[config.mk]
export PLATFORM = sky130hd
export DESIGN_NAME = rv32im_instruction_decoder
export DESIGN_NICKNAME = d
export VERILOG_FILES = /design/src/sv/rvd_pkg.sv /design/src/sv/rv32im_instruction_decoder.sv
export SDC_FILE = /design/constraint.sdc
export NUM_CORES = 1
export LEC_CHECK = 0
export BUFFER_PORTS_ARGS = -buffer_cell sky130_fd_sc_hd__buf_4
export CAP_MARGIN = 15
export CORE_ASPECT_RATIO = 2
export CORE_MARGIN = 5
export CORE_UTILIZATION = 50
export CTS_CLUSTER_SIZE = 40
export DETAILED_ROUTE_END_ITERATION = 12
export GPL_TIMING_DRIVEN = 0
export PLACE_DENSITY = 0.77
export SLEW_MARGIN = 20
export SYNTH_ARGS = -nofsm -noshare
export SYNTH_HDL_FRONTEND = slang
export SYNTH_SLANG_ARGS = --single-unit
[constraint.sdc]
create_clock -name clk -period 6.1 [get_ports clk]
set_input_delay 0.305 -clock clk [delete_from_list [all_inputs] [get_ports clk]]
set_output_delay 0.305 -clock clk [all_outputs]
set_load 0.01 [all_outputs]
[src/sv/rvd_pkg.sv]
package rvd_pkg;

	localparam logic [6:0] MAJ_LUI    = 7'h37;
	localparam logic [6:0] MAJ_AUIPC  = 7'h17;
	localparam logic [6:0] MAJ_JAL    = 7'h6F;
	localparam logic [6:0] MAJ_JALR   = 7'h67;
	localparam logic [6:0] MAJ_BRANCH = 7'h63;
	localparam logic [6:0] MAJ_LOAD   = 7'h03;
	localparam logic [6:0] MAJ_STORE  = 7'h23;
	localparam logic [6:0] MAJ_OPIMM  = 7'h13;
	localparam logic [6:0] MAJ_OP     = 7'h33;

	localparam logic [6:0] F7_ZERO   = 7'h00;
	localparam logic [6:0] F7_SUBSRA = 7'h20;
	localparam logic [6:0] F7_MEXT   = 7'h01;

	localparam logic [31:0] UPPER_MASK = 32'hFFFF_F000;

	localparam logic [2:0] F3_ADD  = 3'd0;
	localparam logic [2:0] F3_SLL  = 3'd1;
	localparam logic [2:0] F3_SLT  = 3'd2;
	localparam logic [2:0] F3_SLTU = 3'd3;
	localparam logic [2:0] F3_XOR  = 3'd4;
	localparam logic [2:0] F3_SR   = 3'd5;
	localparam logic [2:0] F3_OR   = 3'd6;
	localparam logic [2:0] F3_AND  = 3'd7;

	localparam logic [2:0] F3_BYTE  = 3'd0;
	localparam logic [2:0] F3_HALF  = 3'd1;
	localparam logic [2:0] F3_WORD  = 3'd2;
	localparam logic [2:0] F3_BYTEU = 3'd4;
	localparam logic [2:0] F3_HALFU = 3'd5;

	localparam logic [2:0] F3_BEQ  = 3'd0;
	localparam logic [2:0] F3_BNE  = 3'd1;
	localparam logic [2:0] F3_BLT  = 3'd4;
	localparam logic [2:0] F3_BGE  = 3'd5;
	localparam logic [2:0] F3_BLTU = 3'd6;
	localparam logic [2:0] F3_BGEU = 3'd7;

	localparam logic [1:0] SIZE_BYTE = 2'd0;
	localparam logic [1:0] SIZE_HALF = 2'd1;
	localparam logic [1:0] SIZE_WORD = 2'd2;

	localparam logic [2:0] REGS_NONE   = 3'b000;
	localparam logic [2:0] REGS_RD     = 3'b001;
	localparam logic [2:0] REGS_RD_RS1 = 3'b011;
	localparam logic [2:0] REGS_RS1_2  = 3'b110;
	localparam logic [2:0] REGS_ALL    = 3'b111;

	localparam logic [4:0] CLS_NONE   = 5'b00000;
	localparam logic [4:0] CLS_IMM    = 5'b00001;
	localparam logic [4:0] CLS_LOAD   = 5'b00010;
	localparam logic [4:0] CLS_STORE  = 5'b00100;
	localparam logic [4:0] CLS_BRANCH = 5'b01000;
	localparam logic [4:0] CLS_JUMP   = 5'b10000;

	typedef enum logic [2:0] {
		UNIT_ALU = 3'd0,
		UNIT_MUL = 3'd1,
		UNIT_DIV = 3'd2,
		UNIT_MEM = 3'd3,
		UNIT_BR  = 3'd4
	} unit_t;

	typedef enum logic [5:0] {
		OP_NOP    = 6'd0,
		OP_ADD    = 6'd1,
		OP_SUB    = 6'd2,
		OP_SLL    = 6'd3,
		OP_SLT    = 6'd4,
		OP_SLTU   = 6'd5,
		OP_XOR    = 6'd6,
		OP_SRL    = 6'd7,
		OP_SRA    = 6'd8,
		OP_OR     = 6'd9,
		OP_AND    = 6'd10,
		OP_LUI    = 6'd11,
		OP_AUIPC  = 6'd12,
		OP_MUL    = 6'd13,
		OP_MULH   = 6'd14,
		OP_MULHSU = 6'd15,
		OP_MULHU  = 6'd16,
		OP_DIV    = 6'd17,
		OP_DIVU   = 6'd18,
		OP_REM    = 6'd19,
		OP_REMU   = 6'd20,
		OP_LB     = 6'd21,
		OP_LH     = 6'd22,
		OP_LW     = 6'd23,
		OP_LBU    = 6'd24,
		OP_LHU    = 6'd25,
		OP_SB     = 6'd26,
		OP_SH     = 6'd27,
		OP_SW     = 6'd28,
		OP_BEQ    = 6'd29,
		OP_BNE    = 6'd30,
		OP_BLT    = 6'd31,
		OP_BGE    = 6'd32,
		OP_BLTU   = 6'd33,
		OP_BGEU   = 6'd34,
		OP_JAL    = 6'd35,
		OP_JALR   = 6'd36
	} op_t;

endpackage

[src/sv/rv32im_instruction_decoder.sv]
// Throughput: one item per cycle; busy stays low as the receiver never stalls.
// Pipeline: input register, one level of decode logic, result register.
// Reset: arst_n asynchronously clears the valid bits of both stages;
// payload registers are not reset.
module rv32im_instruction_decoder
	import rvd_pkg::*;
(
	input  logic               clk,
	input  logic               arst_n,
	input  logic               start,
	output logic               busy,
	input  logic [31:0]        instruction,
	input  logic [63:0]        pc,
	output logic               done,
	output logic [63:0]        uop_pc,
	output logic [5:0]         operation,
	output logic [2:0]         unit,
	output logic [4:0]         dest_reg,
	output logic [4:0]         src1_reg,
	output logic [4:0]         src2_reg,
	output logic [2:0]         reg_use_mask,
	output logic [4:0]         class_mask,
	output logic signed [31:0] immediate,
	output logic [1:0]         access_size,
	output logic               access_unsigned
);

	logic        vld_s1;
	logic [31:0] instr_s1;
	logic [63:0] pc_s1;

	logic        vld_s2;
	logic [63:0] pc_s2;
	op_t         op_s2;
	unit_t       unit_s2;
	logic [4:0]  rd_s2;
	logic [4:0]  rs1_s2;
	logic [4:0]  rs2_s2;
	logic [2:0]  regs_s2;
	logic [4:0]  cls_s2;
	logic [31:0] imm_s2;
	logic [1:0]  size_s2;
	logic        uns_s2;

	logic [6:0]  opc;
	logic [2:0]  f3;
	logic [6:0]  f7;
	logic [31:0] imm_i;
	logic [31:0] imm_s;
	logic [31:0] imm_b;
	logic [31:0] imm_j;

	op_t         op_d;
	unit_t       unit_d;
	logic [2:0]  regs_d;
	logic [4:0]  cls_d;
	logic [31:0] imm_d;
	logic [1:0]  size_d;
	logic        uns_d;

	unit_t       unit_f;
	logic [2:0]  regs_f;
	logic [4:0]  cls_f;
	logic [1:0]  size_f;
	logic        uns_f;

	assign busy = 1'b0;

	assign opc = instr_s1[6:0];
	assign f3  = instr_s1[14:12];
	assign f7  = instr_s1[31:25];

	assign imm_i = {{20{instr_s1[31]}}, instr_s1[31:20]};
	assign imm_s = {{20{instr_s1[31]}}, instr_s1[31:25], instr_s1[11:7]};
	assign imm_b = {{20{instr_s1[31]}}, instr_s1[7], instr_s1[30:25],
		instr_s1[11:8], 1'b0};
	assign imm_j = {{12{instr_s1[31]}}, instr_s1[19:12], instr_s1[20],
		instr_s1[30:21], 1'b0};

	always_comb begin
		op_d   = OP_NOP;
		unit_d = UNIT_ALU;
		regs_d = REGS_NONE;
		cls_d  = CLS_NONE;
		imm_d  = '0;
		size_d = SIZE_WORD;
		uns_d  = 1'b0;
		unique case (opc)
			MAJ_OPIMM: begin
				imm_d  = imm_i;
				regs_d = REGS_RD_RS1;
				cls_d  = CLS_IMM;
				unique case (f3)
					F3_ADD:  op_d = OP_ADD;
					F3_SLL:  op_d = (f7 == F7_ZERO) ? OP_SLL : OP_NOP;
					F3_SLT:  op_d = OP_SLT;
					F3_SLTU: op_d = OP_SLTU;
					F3_XOR:  op_d = OP_XOR;
					F3_SR:   op_d = (f7 == F7_ZERO) ? OP_SRL :
						(f7 == F7_SUBSRA) ? OP_SRA : OP_NOP;
					F3_OR:   op_d = OP_OR;
					default: op_d = OP_AND;
				endcase
			end
			MAJ_OP: begin
				regs_d = REGS_ALL;
				if (f7 == F7_MEXT) begin
					op_d   = op_t'(OP_MUL + {3'b000, f3});
					unit_d = f3[2] ? UNIT_DIV : UNIT_MUL;
				end else if (f7 == F7_ZERO) begin
					unique case (f3)
						F3_ADD:  op_d = OP_ADD;
						F3_SLL:  op_d = OP_SLL;
						F3_SLT:  op_d = OP_SLT;
						F3_SLTU: op_d = OP_SLTU;
						F3_XOR:  op_d = OP_XOR;
						F3_SR:   op_d = OP_SRL;
						F3_OR:   op_d = OP_OR;
						default: op_d = OP_AND;
					endcase
				end else if (f7 == F7_SUBSRA) begin
					op_d = (f3 == F3_ADD) ? OP_SUB : (f3 == F3_SR) ? OP_SRA : OP_NOP;
				end
			end
			MAJ_LOAD: begin
				imm_d  = imm_i;
				unit_d = UNIT_MEM;
				regs_d = REGS_RD_RS1;
				cls_d  = CLS_LOAD;
				unique case (f3)
					F3_BYTE: begin
						op_d   = OP_LB;
						size_d = SIZE_BYTE;
					end
					F3_HALF: begin
						op_d   = OP_LH;
						size_d = SIZE_HALF;
					end
					F3_WORD: op_d = OP_LW;
					F3_BYTEU: begin
						op_d   = OP_LBU;
						size_d = SIZE_BYTE;
						uns_d  = 1'b1;
					end
					F3_HALFU: begin
						op_d   = OP_LHU;
						size_d = SIZE_HALF;
						uns_d  = 1'b1;
					end
					default: op_d = OP_NOP;
				endcase
			end
			MAJ_STORE: begin
				imm_d  = imm_s;
				unit_d = UNIT_MEM;
				regs_d = REGS_RS1_2;
				cls_d  = CLS_STORE;
				unique case (f3)
					F3_BYTE: begin
						op_d   = OP_SB;
						size_d = SIZE_BYTE;
					end
					F3_HALF: begin
						op_d   = OP_SH;
						size_d = SIZE_HALF;
					end
					F3_WORD: op_d = OP_SW;
					default: op_d = OP_NOP;
				endcase
			end
			MAJ_BRANCH: begin
				imm_d  = imm_b;
				unit_d = UNIT_BR;
				regs_d = REGS_RS1_2;
				cls_d  = CLS_BRANCH;
				unique case (f3)
					F3_BEQ:  op_d = OP_BEQ;
					F3_BNE:  op_d = OP_BNE;
					F3_BLT:  op_d = OP_BLT;
					F3_BGE:  op_d = OP_BGE;
					F3_BLTU: op_d = OP_BLTU;
					F3_BGEU: op_d = OP_BGEU;
					default: op_d = OP_NOP;
				endcase
			end
			MAJ_JAL: begin
				op_d   = OP_JAL;
				unit_d = UNIT_BR;
				regs_d = REGS_RD;
				cls_d  = CLS_JUMP;
				imm_d  = imm_j;
			end
			MAJ_JALR: begin
				if (f3 == F3_ADD) begin
					op_d   = OP_JALR;
					unit_d = UNIT_BR;
					regs_d = REGS_RD_RS1;
					cls_d  = CLS_JUMP;
					imm_d  = imm_i;
				end
			end
			MAJ_LUI, MAJ_AUIPC: begin
				op_d   = (opc == MAJ_LUI) ? OP_LUI : OP_AUIPC;
				regs_d = REGS_RD;
				cls_d  = CLS_IMM;
				imm_d  = instr_s1 & UPPER_MASK;
			end
			default: begin
				op_d = OP_NOP;
			end
		endcase
	end

	// drop every flag on an illegal encoding; the immediate is kept; the rd use bit clears when rd is x0
	always_comb begin
		unit_f = unit_d;
		regs_f = regs_d;
		cls_f  = cls_d;
		size_f = size_d;
		uns_f  = uns_d;
		if (op_d == OP_NOP) begin
			unit_f = UNIT_ALU;
			regs_f = REGS_NONE;
			cls_f  = CLS_NONE;
			size_f = SIZE_WORD;
			uns_f  = 1'b0;
		end
		if (instr_s1[11:7] == 5'd0) begin
			regs_f[0] = 1'b0;
		end
	end

	always_ff @(posedge clk or negedge arst_n) begin
		if (!arst_n) begin
			vld_s1 <= 1'b0;
			vld_s2 <= 1'b0;
		end else begin
			vld_s1 <= start & ~busy;
			vld_s2 <= vld_s1;
		end
	end

	always_ff @(posedge clk) begin
		if (start && !busy) begin
			instr_s1 <= instruction;
			pc_s1    <= pc;
		end
		if (vld_s1) begin
			pc_s2   <= pc_s1;
			op_s2   <= op_d;
			unit_s2 <= unit_f;
			rd_s2   <= instr_s1[11:7];
			rs1_s2  <= instr_s1[19:15];
			rs2_s2  <= instr_s1[24:20];
			regs_s2 <= regs_f;
			cls_s2  <= cls_f;
			imm_s2  <= imm_d;
			size_s2 <= size_f;
			uns_s2  <= uns_f;
		end
	end

	assign done            = vld_s2;
	assign uop_pc          = pc_s2;
	assign operation       = op_s2;
	assign unit            = unit_s2;
	assign dest_reg        = rd_s2;
	assign src1_reg        = rs1_s2;
	assign src2_reg        = rs2_s2;
	assign reg_use_mask    = regs_s2;
	assign class_mask      = cls_s2;
	assign immediate       = imm_s2;
	assign access_size     = size_s2;
	assign access_unsigned = uns_s2;

endmodule

==> insert_results.sql, run 1 <==
INSERT INTO impl_metrics (metric_group, metric, value, unit) VALUES
('cts', 'tritoncts', 'yes', ''),
('floorplan', 'die_w', '101', 'um'),
('flow_run', 'max_cap_viol_count', '0', ''),
('sta', 'clock_skew', '0.0112', 'ns'),
('final_layout', 'layout-drive-gt1-share', '0.371', ''),
('grt', 'globalRoute.totalOverflow', '0', ''),
('worst_setup_path', 'worst_path_largest_cell_delay', '0.54', 'ns'),
('grt', 'first_pass_grt_wire_length', '32.7', 'mm'),
('sta', 'timing.hold.ws', '0.173', 'ns'),
('placed_design', 'gp_routability_congestion', '0.951', ''),
('grt', 'global_route.usage.met1', '0.230', ''),
('grt', 'grt_usage', '0.226', ''),
('final_layout', 'layout_commonest_cell', 'buf_4', ''),
('pwr', 'power-per-cell-area', '300', 'mW/mm2'),
('floorplan', 'start_util', '0.510', ''),
('grt', 'globalRouteMet2Util', '0.427', ''),
('grt', 'grt_start_max_net_pins', '98', ''),
('floorplan', 'i_o_pins', '232', ''),
('final_layout', 'syn2layout_area_growth', '44.4', '%'),
('grt', 'grt_use_met3', '0.0356', ''),
('sta', 'timing.final.crit_share', '0.514', ''),
('worst_setup_path', 'worst-endpoint-arrival', '3.35', 'ns'),
('final_layout', 'final_cell_mix', '231 x buf_4, 227 x edfxtp_1, 97 x dlygate4sd3_1', ''),
('grt', 'first_global_vias', '5776', ''),
('worst_setup_path', 'cpMaxStageDelayCell', 'edfxtp_1', ''),
('cts', 'cts_root_buffer', 'clkbuf_16', ''),
('grt', 'antenna_found_initial', '0', ''),
('grt', 'grt_most_used_layer', 'met2', ''),
('sta', 'setup_viol_count_final', '0', ''),
('cts', 'clock_transition_at_the_registers_of_the_reported_paths', '0.06', 'ns'),
('final_layout', 'design_area', '0.0120', 'mm2'),
('pwr', 'irDropWorstVdd', '406', 'uV'),
('worst_hold_path', 'holdCritPathClass', 'in2async', ''),
('pwr', 'intPower', '0.00283', 'W'),
('sta', 'finalCriticalPeriod', '3.13', 'ns'),
('synth', 'dominantRegCellSynth', 'edfxtp_1', ''),
('synth', 'synth_cell_types', '62', ''),
('sta', 'max-slew-margin-rel', '0.404', ''),
('worst_setup_path', 'crit_path_launch_type', 'register', ''),
('pwr', 'combinational_fraction_of_design_power', '0.104', ''),
('drt', 'routed_via_density', '5.31', ''),
('synth', 'synth_enable_flop_cells', '227', ''),
('worst_setup_path', 'path_class', 'reg2reg', ''),
('cts', 'htree_num_levels', '1', ''),
('placed_design', 'detailed_place_hpwl', '15.2', 'mm'),
('worst_setup_path', 'worstSetupEndpointType', 'register', ''),
('synth', 'synth_nets', '543', ''),
('sta', 'timing_max_transition_violations_final', '0', ''),
('worst_setup_path', 'timing.critical_path.buf_inv', '3', ''),
('floorplan', 'dieArea', '0.0194', 'mm2'),
('drt', 'drtPass1Iterations', '5', ''),
('final_layout', 'multi_input_area', '0.00132', 'mm2'),
('status', 'run_status', 'completed', ''),
('sta', 'achievable-frequency', '319', 'MHz'),
('worst_setup_path', 'crit_path_max_fanout', '10', ''),
('sta', 'rsz0062_at_grt', 'no', ''),
('placed_design', 'placed_cell_area', '0.0103', 'mm2'),
('pwr', 'p_seq_frac', '0.537', ''),
('sta', 'tns', '0', 'ns'),
('sta', 'timing_hold_violations_final', '0', ''),
('cts', 'cts_post_setup_buffers_inserted', '0', ''),
('drt', 'routed-via-count', '5313', ''),
('final_layout', 'antenna-diode-count', '0', ''),
('drt', 'finalWirelength', '22.0', 'mm'),
('worst_setup_path', 'critical-path-top-delay-family', 'compound AO/OA/AOI/OAI gates', ''),
('synth', 'netlist_instances', '432', ''),
('final_layout', 'layout.area.seq', '0.00687', 'mm2'),
('pwr', 'p_switching', '0.000771', 'W'),
('placed_design', 'numPortBuffers', '230', ''),
('synth', 'ys_ff_latch', '229', ''),
('synth', 'ys_seq_area_frac', '0.827', '');
[per-stage QoR]
step	util	instances	power (W)	setup slack [ns]
global placement	0.632	866	0.00227	1.86
CTS	0.737	1000	0.00361	2.99
finish	0.737	1000	0.00360	2.97
detailed placement	0.636	868	0.00228	3.01
global route	0.737	1000	0.00372	2.79
floorplan	-	432	0.00206	2.65
[area by class of cell]
| type | count | share of cell area |
|---|---|---|
| multi-input cells | 179 | 0.110 |
| repair buffers | 329 | 0.230 |
| flip-flops and latches | 229 | 0.573 |
| plain buffers | 15 | 0.00720 |
| clock inverters | 11 | 0.0113 |
| clock buffers | 24 | 0.0448 |
| well taps | 204 | 0.0213 |
| inverters | 9 | 0.00282 |
[power groups by stage]
stage                     clock (W)  combinational (W)  sequential [W]
after floorplan                   0          0.0000619         0.00200
after global placement            0           0.000297         0.00197
after detailed placement          0           0.000319         0.00196
after CTS                   0.00131           0.000372         0.00193
after global routing        0.00138           0.000395         0.00194
final                       0.00129           0.000373         0.00193
[timing repair]
item                                    4_1_cts  5_1_grt
endpoints found under the hold margin        98        0
hold buffers                                 97        0
endpoints found under the setup margin        0        0
[path summary, 6_finish.rpt]
kind	startpoint	end	slack (ns)	cells after the start
max in group asynchronous	arst_n	vld_s1$_DFF_PN0_	5.83	2
min reg2reg	pc_s1[2]$_DFFE_PP_	uop_pc[2]$_DFFE_PP_	0.42	0
max	instr_s1[13]$_DFFE_PP_	unit[2]$_SDFFCE_PN0P_	2.97	10
min in group clk	start	vld_s1$_DFF_PN0_	0.37	1
min	arst_n	vld_s1$_DFF_PN0_	0.17	2
max reg2reg	instr_s1[13]$_DFFE_PP_	unit[2]$_SDFFCE_PN0P_	2.97	10
[routing by layer]
metal  vias to the layer above  part of all wire
met3                        76             0.057
met4                         0             0.061
met2                       248              0.58
li1                       2414                 -
met1                      2575              0.31
met5                         -                 0
[synthesized netlist by cell type, types with 2 or more instances]
cell type	n	share of area
inv_1	8	0.0036
o2111ai_1	3	0.0032
buf_6	2	0.0027
a211o_1	3	0.0032
buf_4	2	0.0018
and2_1	7	0.0053
mux2i_1	2	0.0024
o21ai_0	7	0.0042
nor3_1	7	0.0042
a221oi_1	2	0.0021
buf_2	6	0.0036
nor2b_1	3	0.0023
nor4b_1	3	0.0032
nor2_1	11	0.0050
a21o_1	20	0.018
nor4_1	4	0.0030
nand3_1	10	0.0060
dfrtp_1	2	0.0060
nand4_1	3	0.0023
or3_1	4	0.0030
nand2_1	13	0.0059
a22o_1	5	0.0053
edfxtp_1	227	0.82
nand4b_1	3	0.0032
ha_1	12	0.018
nand2b_1	3	0.0023
o31a_1	2	0.0021
o21a_1	2	0.0018
a21oi_2	6	0.0063
clkbuf_1	5	0.0023
and3_1	2	0.0015
or4_1	3	0.0027
a21boi_2	2	0.0027
a22oi_2	2	0.0030
a21oi_1	9	0.0054
[logic make-up (layout without fill, tap and decap cells)]
logic type	after synthesis	after routing	share of synthesized area
other	1	1	0.000452
AO/OA/AOI/OAI	76	76	0.0714
flip-flops	229	229	0.827
buffers and inverters	24	388	0.0145
AND/OR/NAND/NOR	87	87	0.0648
multiplexers	3	3	0.00377
adder cells (fa/ha/maj)	12	12	0.0181
Power figures use the tool's default switching activity.
==> run 2: changes to the inputs <==
CORE_UTILIZATION = 47   (was 50)
PLACE_DENSITY = 0.76   (was 0.77)
clock period = 2.55 ns   (was 6.1 ns; I/O delays follow)
==> insert_results.sql, run 2 (synthesized netlist as in run 1, its figures left out) <==
INSERT INTO impl_metrics (metric_group, metric, value, unit) VALUES
('worst_setup_path', 'critical_path.reg2reg.startpoint', 'instr_s1[12]$_DFFE_PP_', ''),
('worst_setup_path', 'path_class', 'reg2reg', ''),
('floorplan', 'placeableCoreArea', '0.0174', 'mm2'),
('floorplan', 'rows', '68', ''),
('final_layout', 'final_util', '0.700', ''),
('final_layout', 'antenna-diode-count', '0', ''),
('cts', 'cts_root_buffer', 'clkbuf_16', ''),
('final_layout', 'layout_commonest_cell', 'buf_4', ''),
('sta', 'timing_max_transition_violations_final', '0', ''),
('status', 'failing_checks', 'setup timing', ''),
('grt', 'first_pass_grt_wire_length', '33.9', 'mm'),
('sta', 'timing.final.ws_setup', '-0.0792', 'ns'),
('worst_setup_path', 'worstSetupEndpointType', 'register', ''),
('cts', 'cts_num_sinks', '229', ''),
('worst_setup_path', 'worst_path_largest_cell_delay', '0.57', 'ns'),
('floorplan', 'i_o_pins', '232', ''),
('drt', 'drtPass1Iterations', '4', ''),
('worst_setup_path', 'worst-endpoint-arrival', '2.86', 'ns'),
('worst_hold_path', 'worst_hold_path_ep', 'vld_s1$_DFF_PN0_', ''),
('worst_hold_path', 'hold_crit_start', 'start', ''),
('floorplan', 'start_util', '0.478', ''),
('drt', 'post-route-drc-count', '0', ''),
('sta', 'timing.hold.ws', '0.187', 'ns'),
('flow_run', 'max_cap_viol_count', '0', ''),
('floorplan', 'die_w', '104', 'um'),
('worst_setup_path', 'critical-path-top-delay-family', 'simple AND/OR/NAND/NOR gates', ''),
('sta', 'timing.final.crit_share', '1.03', ''),
('worst_setup_path', 'worstPathRequired', '2.78', 'ns'),
('sta', 'finalCriticalPeriod', '2.63', 'ns'),
('cts', 'htree_num_levels', '1', ''),
('status', 'run_status', 'finished with violations', ''),
('placed_design', 'numPortBuffers', '230', ''),
('drt', 'drt.antenna.violating_nets', '0', ''),
('worst_setup_path', 'r2r-end', 'access_size[1]$_SDFFCE_PN1P_', ''),
('final_layout', 'syn2layout_area_growth', '46.3', '%'),
('final_layout', 'layout-drive-gt1-share', '0.388', ''),
('sta', 'worst_slew_pin_slew', '0.885', 'ns'),
('pwr', 'power.static_leakage', '4.86', 'nW'),
('grt', 'antenna_found_initial', '0', ''),
('drt', 'routed_wire_length_per_instance', '22.1', 'um'),
('pwr', 'power-per-cell-area', '687', 'mW/mm2'),
('placed_design', 'gp_routability_congestion', '0.908', ''),
('floorplan', 'die_h', '198', 'um'),
('grt', 'grt_start_max_net_pins', '98', ''),
('worst_hold_path', 'holdPathStages', '1', ''),
('grt', 'globalRoute.totalOverflow', '0', ''),
('drt', 'routed_via_density', '5.26', ''),
('worst_setup_path', 'timing.critical_path.buf_inv', '1', ''),
('sta', 'max-slew-margin-rel', '0.410', ''),
('sta', 'timing_hold_violations_final', '0', ''),
('grt', 'first_global_vias', '5964', ''),
('worst_setup_path', 'cpMaxStageDelayCell', 'or4_4', ''),
('sta', 'rsz0062_at_grt', 'yes', ''),
('pwr', 'finalPower', '0.00835', 'W'),
('worst_setup_path', 'crit_path_max_fanout', '5', ''),
('final_layout', 'final_cell_mix', '240 x buf_4, 227 x edfxtp_1, 98 x dlygate4sd3_1', ''),
('worst_hold_path', 'holdCritPathClass', 'in2reg', ''),
('floorplan', 'dieArea', '0.0206', 'mm2'),
('cts', 'clock_transition_at_the_registers_of_the_reported_paths', '0.07', 'ns'),
('drt', 'routed-via-count', '5344', ''),
('cts', 'cts_buffer_depth', '3', ''),
('worst_setup_path', 'timing.critical_path.cells', 'buf_6, ha_4, or4_4, a311oi_4, o221ai_2, nand4_2, and4b_4, a21o_1', ''),
('cts', 'tritoncts', 'yes', ''),
('pwr', 'irDropWorstVdd', '730', 'uV'),
('drt', 'dr.first_iter.drc_count', '263', ''),
('worst_setup_path', 'worst_r2r_path_depth', '8', ''),
('worst_setup_path', 'crit_path_launch_type', 'register', ''),
('sta', 'setup_viol_count_final', '11', ''),
('sta', 'achievable-frequency', '380', 'MHz'),
('drt', 'finalWirelength', '22.5', 'mm'),
('worst_setup_path', 'setup.reg_to_reg.worst_slack', '-0.08', 'ns'),
('grt', 'grt_usage', '0.213', ''),
('final_layout', 'nNetsFinal', '906', ''),
('cts', 'clkLatencyLatePin', '0.48', 'ns'),
('cts', 'cts-buffers-inserted', '19', ''),
('placed_design', 'detailed_place_hpwl', '14.9', 'mm'),
('sta', 'clock_skew', '0.0126', 'ns');
run 2: final cells by class:
cell class                      instances  area [um2]
Clock inverter                          9        87.6
Multi-Input combinational cell        179        1430
Fill cell                            1146        5210
Buffer                                 15         103
Timing Repair Buffer                  342        2870
Clock buffer                           23         490
Sequential cell                       229        6870
Inverter                                9        33.8
Tap cell                              210         263
run 2: metal layers:
metal / global-route usage / vias up / wire (um)
met5: 0 / - / 0
met4: 0.104 / 0 / 1190
met3: 0.0467 / 64 / 1260
met2: 0.416 / 221 / 13100
met1: 0.206 / 2624 / 6880
li1: - / 2435 / -
run 2: power by group:
group	switching (W)	internal (W)	leakage, nW
Sequential	0.000135	0.00448	2.23
Clock	0.00122	0.00157	0.280
Combinational	0.000449	0.000504	2.35
run 2: worst max-delay path by stage:
stage / to / from / depth (start not counted) / slack [ns]
final: access_size[1]$_SDFFCE_PN1P_ / instr_s1[12]$_DFFE_PP_ / 8 / -0.08
after global routing: access_size[1]$_SDFFCE_PN1P_ / instr_s1[12]$_DFFE_PP_ / 8 / -0.14
after CTS: reg_use_mask[1]$_SDFFCE_PN0P_ / instr_s1[12]$_DFFE_PP_ / 9 / -0.04
after detailed placement: access_size[0]$_SDFFCE_PN0P_ / instr_s1[12]$_DFFE_PP_ / 9 / -0.44
after global placement: class_mask[0]$_SDFFCE_PN0P_ / instr_s1[14]$_DFFE_PP_ / 9 / -0.48
after floorplan: access_size[1]$_SDFFCE_PN1P_ / instr_s1[13]$_DFFE_PP_ / 8 / 0.12
run 2: repair_timing:
action / CTS / global route
hold endpoints to repair: 98 / 0
gates resized for setup: 21 / 10
gates cloned: 1 / 0
setup endpoints to repair: 31 / 29
setup buffers: 10 / 1
hold buffers: 98 / 0
pin swaps: 5 / 3
run 2: stage by stage:
step / cells / setup TNS (ns) / setup slack [ns] / area (um2)
after floorplan: 432 / 0 / 0.123 / 8300
after global placement: 872 / -21.68 / -0.478 / 10300
after detailed placement: 874 / -9.27 / -0.445 / 10300
after CTS: 1015 / -0.354 / -0.0402 / 12100
after global routing: 1016 / -1.38 / -0.139 / 12100
final: 1016 / -0.654 / -0.0792 / 12100
==> run 3: changes to the inputs <==
REMOVE_ABC_BUFFERS = 1   (was not set)
==> insert_results.sql, run 3 (synthesized netlist as in run 1, its figures left out) <==
INSERT INTO impl_metrics (metric_group, metric, value, unit) VALUES
('worst_setup_path', 'crit_path_launch_type', 'register', ''),
('pwr', 'intPower', '0.00681', 'W'),
('worst_setup_path', 'cpMaxStageDelayCell', 'edfxtp_1', ''),
('sta', 'timing_max_transition_violations_final', '0', ''),
('final_layout', 'layout-drive-gt1-share', '0.411', ''),
('pwr', 'power.clock.fraction', '0.356', ''),
('pwr', 'p_seq_frac', '0.533', ''),
('grt', 'first_global_vias', '5960', ''),
('floorplan', 'die_w', '104', 'um'),
('status', 'run_status', 'finished with violations', ''),
('pwr', 'combinational_fraction_of_design_power', '0.111', ''),
('floorplan', 'dieArea', '0.0206', 'mm2'),
('final_layout', 'filler_cell_count', '1118', ''),
('final_layout', 'syn2layout_area_growth', '48.3', '%'),
('sta', 'achievable-frequency', '380', 'MHz'),
('status', 'failing_checks', 'setup timing', ''),
('worst_setup_path', 'critical-path-top-delay-family', 'simple AND/OR/NAND/NOR gates', ''),
('drt', 'routed_via_density', '5.32', ''),
('cts', 'cts_buffer_depth', '3', ''),
('sta', 'setup_viol_count_final', '11', ''),
('worst_hold_path', 'holdCritPathClass', 'in2reg', ''),
('drt', 'finalWirelength', '22.3', 'mm'),
('cts', 'cts_root_buffer', 'clkbuf_16', ''),
('drt', 'routed-via-count', '5444', ''),
('pwr', 'power-per-cell-area', '704', 'mW/mm2'),
('sta', 'worst_slew_pin_slew', '0.907', 'ns'),
('final_layout', 'nNetsFinal', '908', ''),
('floorplan', 'die_h', '198', 'um'),
('worst_setup_path', 'worst-endpoint-arrival', '2.88', 'ns'),
('grt', 'first_pass_grt_wire_length', '33.1', 'mm'),
('cts', 'clock_transition_at_the_registers_of_the_reported_paths', '0.07', 'ns'),
('worst_setup_path', 'timing.critical_path.buf_inv', '0', ''),
('worst_setup_path', 'worstPathRequired', '2.80', 'ns'),
('final_layout', 'final_cell_mix', '253 x buf_4, 227 x edfxtp_1, 98 x dlygate4sd3_1', ''),
('sta', 'finalCriticalPeriod', '2.63', 'ns'),
('grt', 'antenna_found_initial', '2', ''),
('drt', 'routed_wire_length_per_instance', '21.8', 'um'),
('sta', 'max-slew-margin-rel', '0.395', ''),
('grt', 'grt_start_max_net_pins', '98', ''),
('final_layout', 'layout_commonest_cell', 'buf_4', ''),
('floorplan', 'rows', '68', ''),
('floorplan', 'i_o_pins', '232', ''),
('cts', 'tritoncts', 'yes', ''),
('floorplan', 'placeableCoreArea', '0.0174', 'mm2'),
('cts', 'cts-buffers-inserted', '20', ''),
('drt', 'post-route-drc-count', '0', ''),
('sta', 'clock_skew', '0.0123', 'ns'),
('sta', 'timing.final.ws_setup', '-0.0806', 'ns'),
('flow_run', 'max_cap_viol_count', '0', ''),
('drt', 'drt.antenna.violating_nets', '0', ''),
('pwr', 'power.static_leakage', '4.92', 'nW'),
('sta', 'tns', '-0.548', 'ns'),
('floorplan', 'start_util', '0.478', ''),
('placed_design', 'detailed_place_hpwl', '14.4', 'mm'),
('sta', 'timing_hold_violations_final', '0', ''),
('worst_setup_path', 'worstSetupEndpointType', 'register', ''),
('worst_setup_path', 'timing.critical_path.cells', 'nand4bb_4, nor3_2, nand3_1, a2bb2oi_2, and4b_4, a21o_1', ''),
('placed_design', 'numPortBuffers', '230', ''),
('sta', 'rsz0062_at_grt', 'yes', ''),
('cts', 'clkLatencyLatePin', '0.49', 'ns'),
('placed_design', 'numPlacedInstances', '860', ''),
('cts', 'htree_num_levels', '1', ''),
('drt', 'dr.first_iter.drc_count', '275', ''),
('pwr', 'irDropWorstVdd', '610', 'uV'),
('placed_design', 'gp_routability_congestion', '0.901', ''),
('pwr', 'power.share.switching', '0.214', ''),
('grt', 'grt_usage', '0.207', ''),
('final_layout', 'finish.cell_count_without_fillers', '1023', ''),
('worst_setup_path', 'path_class', 'reg2reg', ''),
('pwr', 'p_switching', '0.00186', 'W'),
('grt', 'globalRoute.totalOverflow', '0', ''),
('worst_setup_path', 'worst_path_largest_cell_delay', '0.55', 'ns'),
('worst_setup_path', 'crit_path_max_fanout', '10', ''),
('drt', 'drtPass1Iterations', '5', ''),
('cts', 'cts_num_sinks', '229', ''),
('sta', 'timing.final.crit_share', '1.03', '');
## run 3: changes by cell type in the layout (fill, tap and decap cells not counted), moves of 2 or more
cell / delta
diode_2: +2
clkinv_2: +5
clkbuf_16: +2
ha_4: +2
clkinv_1: -4
buf_4: +13
buf_6: -2
clkbuf_1: -4
buf_2: -6
## run 3: metrics by stage
stage	power [W]	instance area, um2	hold WS, ns	setup WS [ns]	util
after floorplan	0.00491	8220	-0.168	-0.899	-
after global placement	0.00540	10200	-0.0905	-1.72	0.588
after global routing	0.00897	12300	0.180	-0.0865	0.709
after detailed placement	0.00543	10300	-0.0857	-0.963	0.592
final	0.00867	12300	0.159	-0.0806	0.709
after CTS	0.00867	12200	0.336	-0.00699	0.701
## run 3: power groups by stage
stage / Combinational (W) / Sequential (W) / Clock, W
5_1_grt: 0.00101 / 0.00465 / 0.00331
4_1_cts: 0.000921 / 0.00462 / 0.00314
6_report: 0.000963 / 0.00462 / 0.00308
3_5_place_dp: 0.000727 / 0.00471 / 0
2_1_floorplan: 0.000122 / 0.00479 / 0
3_3_place_gp: 0.000671 / 0.00473 / 0
## run 3: timing repair
item | 4_1_cts | 5_1_grt
setup buffers | 17 | 10
setup endpoints to repair | 37 | 11
hold endpoints to repair | 98 | 0
pin swaps | 4 | 4
gates resized for setup | 16 | 13
hold buffers | 98 | 0
gates cloned | 0 | 0
## run 3: per-layer routing
metal / global-route usage / part of all wire / routed length, um
met3: 0.0388 / 0.059 / 1320
met1: 0.195 / 0.29 / 6560
met5: 0 / 0 / 0
met4: 0.118 / 0.060 / 1330
met2: 0.404 / 0.59 / 13000
## run 3: worst register-to-register path: stages, from the launching register on
cell and delay [ns]:
edfxtp_1 0.55, nand4bb_4 0.31, nor3_2 0.55, nand3_1 0.33
a2bb2oi_2 0.23, and4b_4 0.24, a21o_1 0.19
## run 3: final cells by class
cell class | count | area (um2) | share of cell area
Clock inverter | 12 | 135 | 0.0110
Inverter | 9 | 33.8 | 0.00274
Tap cell | 210 | 263 | 0.0213
Sequential cell | 229 | 6870 | 0.558
Antenna cell | 2 | 5.00 | 0.000407
Timing Repair Buffer | 358 | 3010 | 0.244
Multi-Input combinational cell | 179 | 1460 | 0.118
Clock buffer | 24 | 537 | 0.0436
## run 3: final timing paths
path | startpoint | end | slack [ns] | cells past startpoint
setup / recovery | instr_s1[3]$_DFFE_PP_ | access_size[1]$_SDFFCE_PN1P_ | -0.08 | 6
hold / removal | start | vld_s1$_DFF_PN0_ | 0.16 | 1
setup reg to reg | instr_s1[3]$_DFFE_PP_ | access_size[1]$_SDFFCE_PN1P_ | -0.08 | 6
hold reg to reg | pc_s1[62]$_DFFE_PP_ | uop_pc[62]$_DFFE_PP_ | 0.41 | 0
max in group asynchronous | arst_n | vld_s1$_DFF_PN0_ | 1.84 | 3
min in group asynchronous | arst_n | vld_s1$_DFF_PN0_ | 0.56 | 3
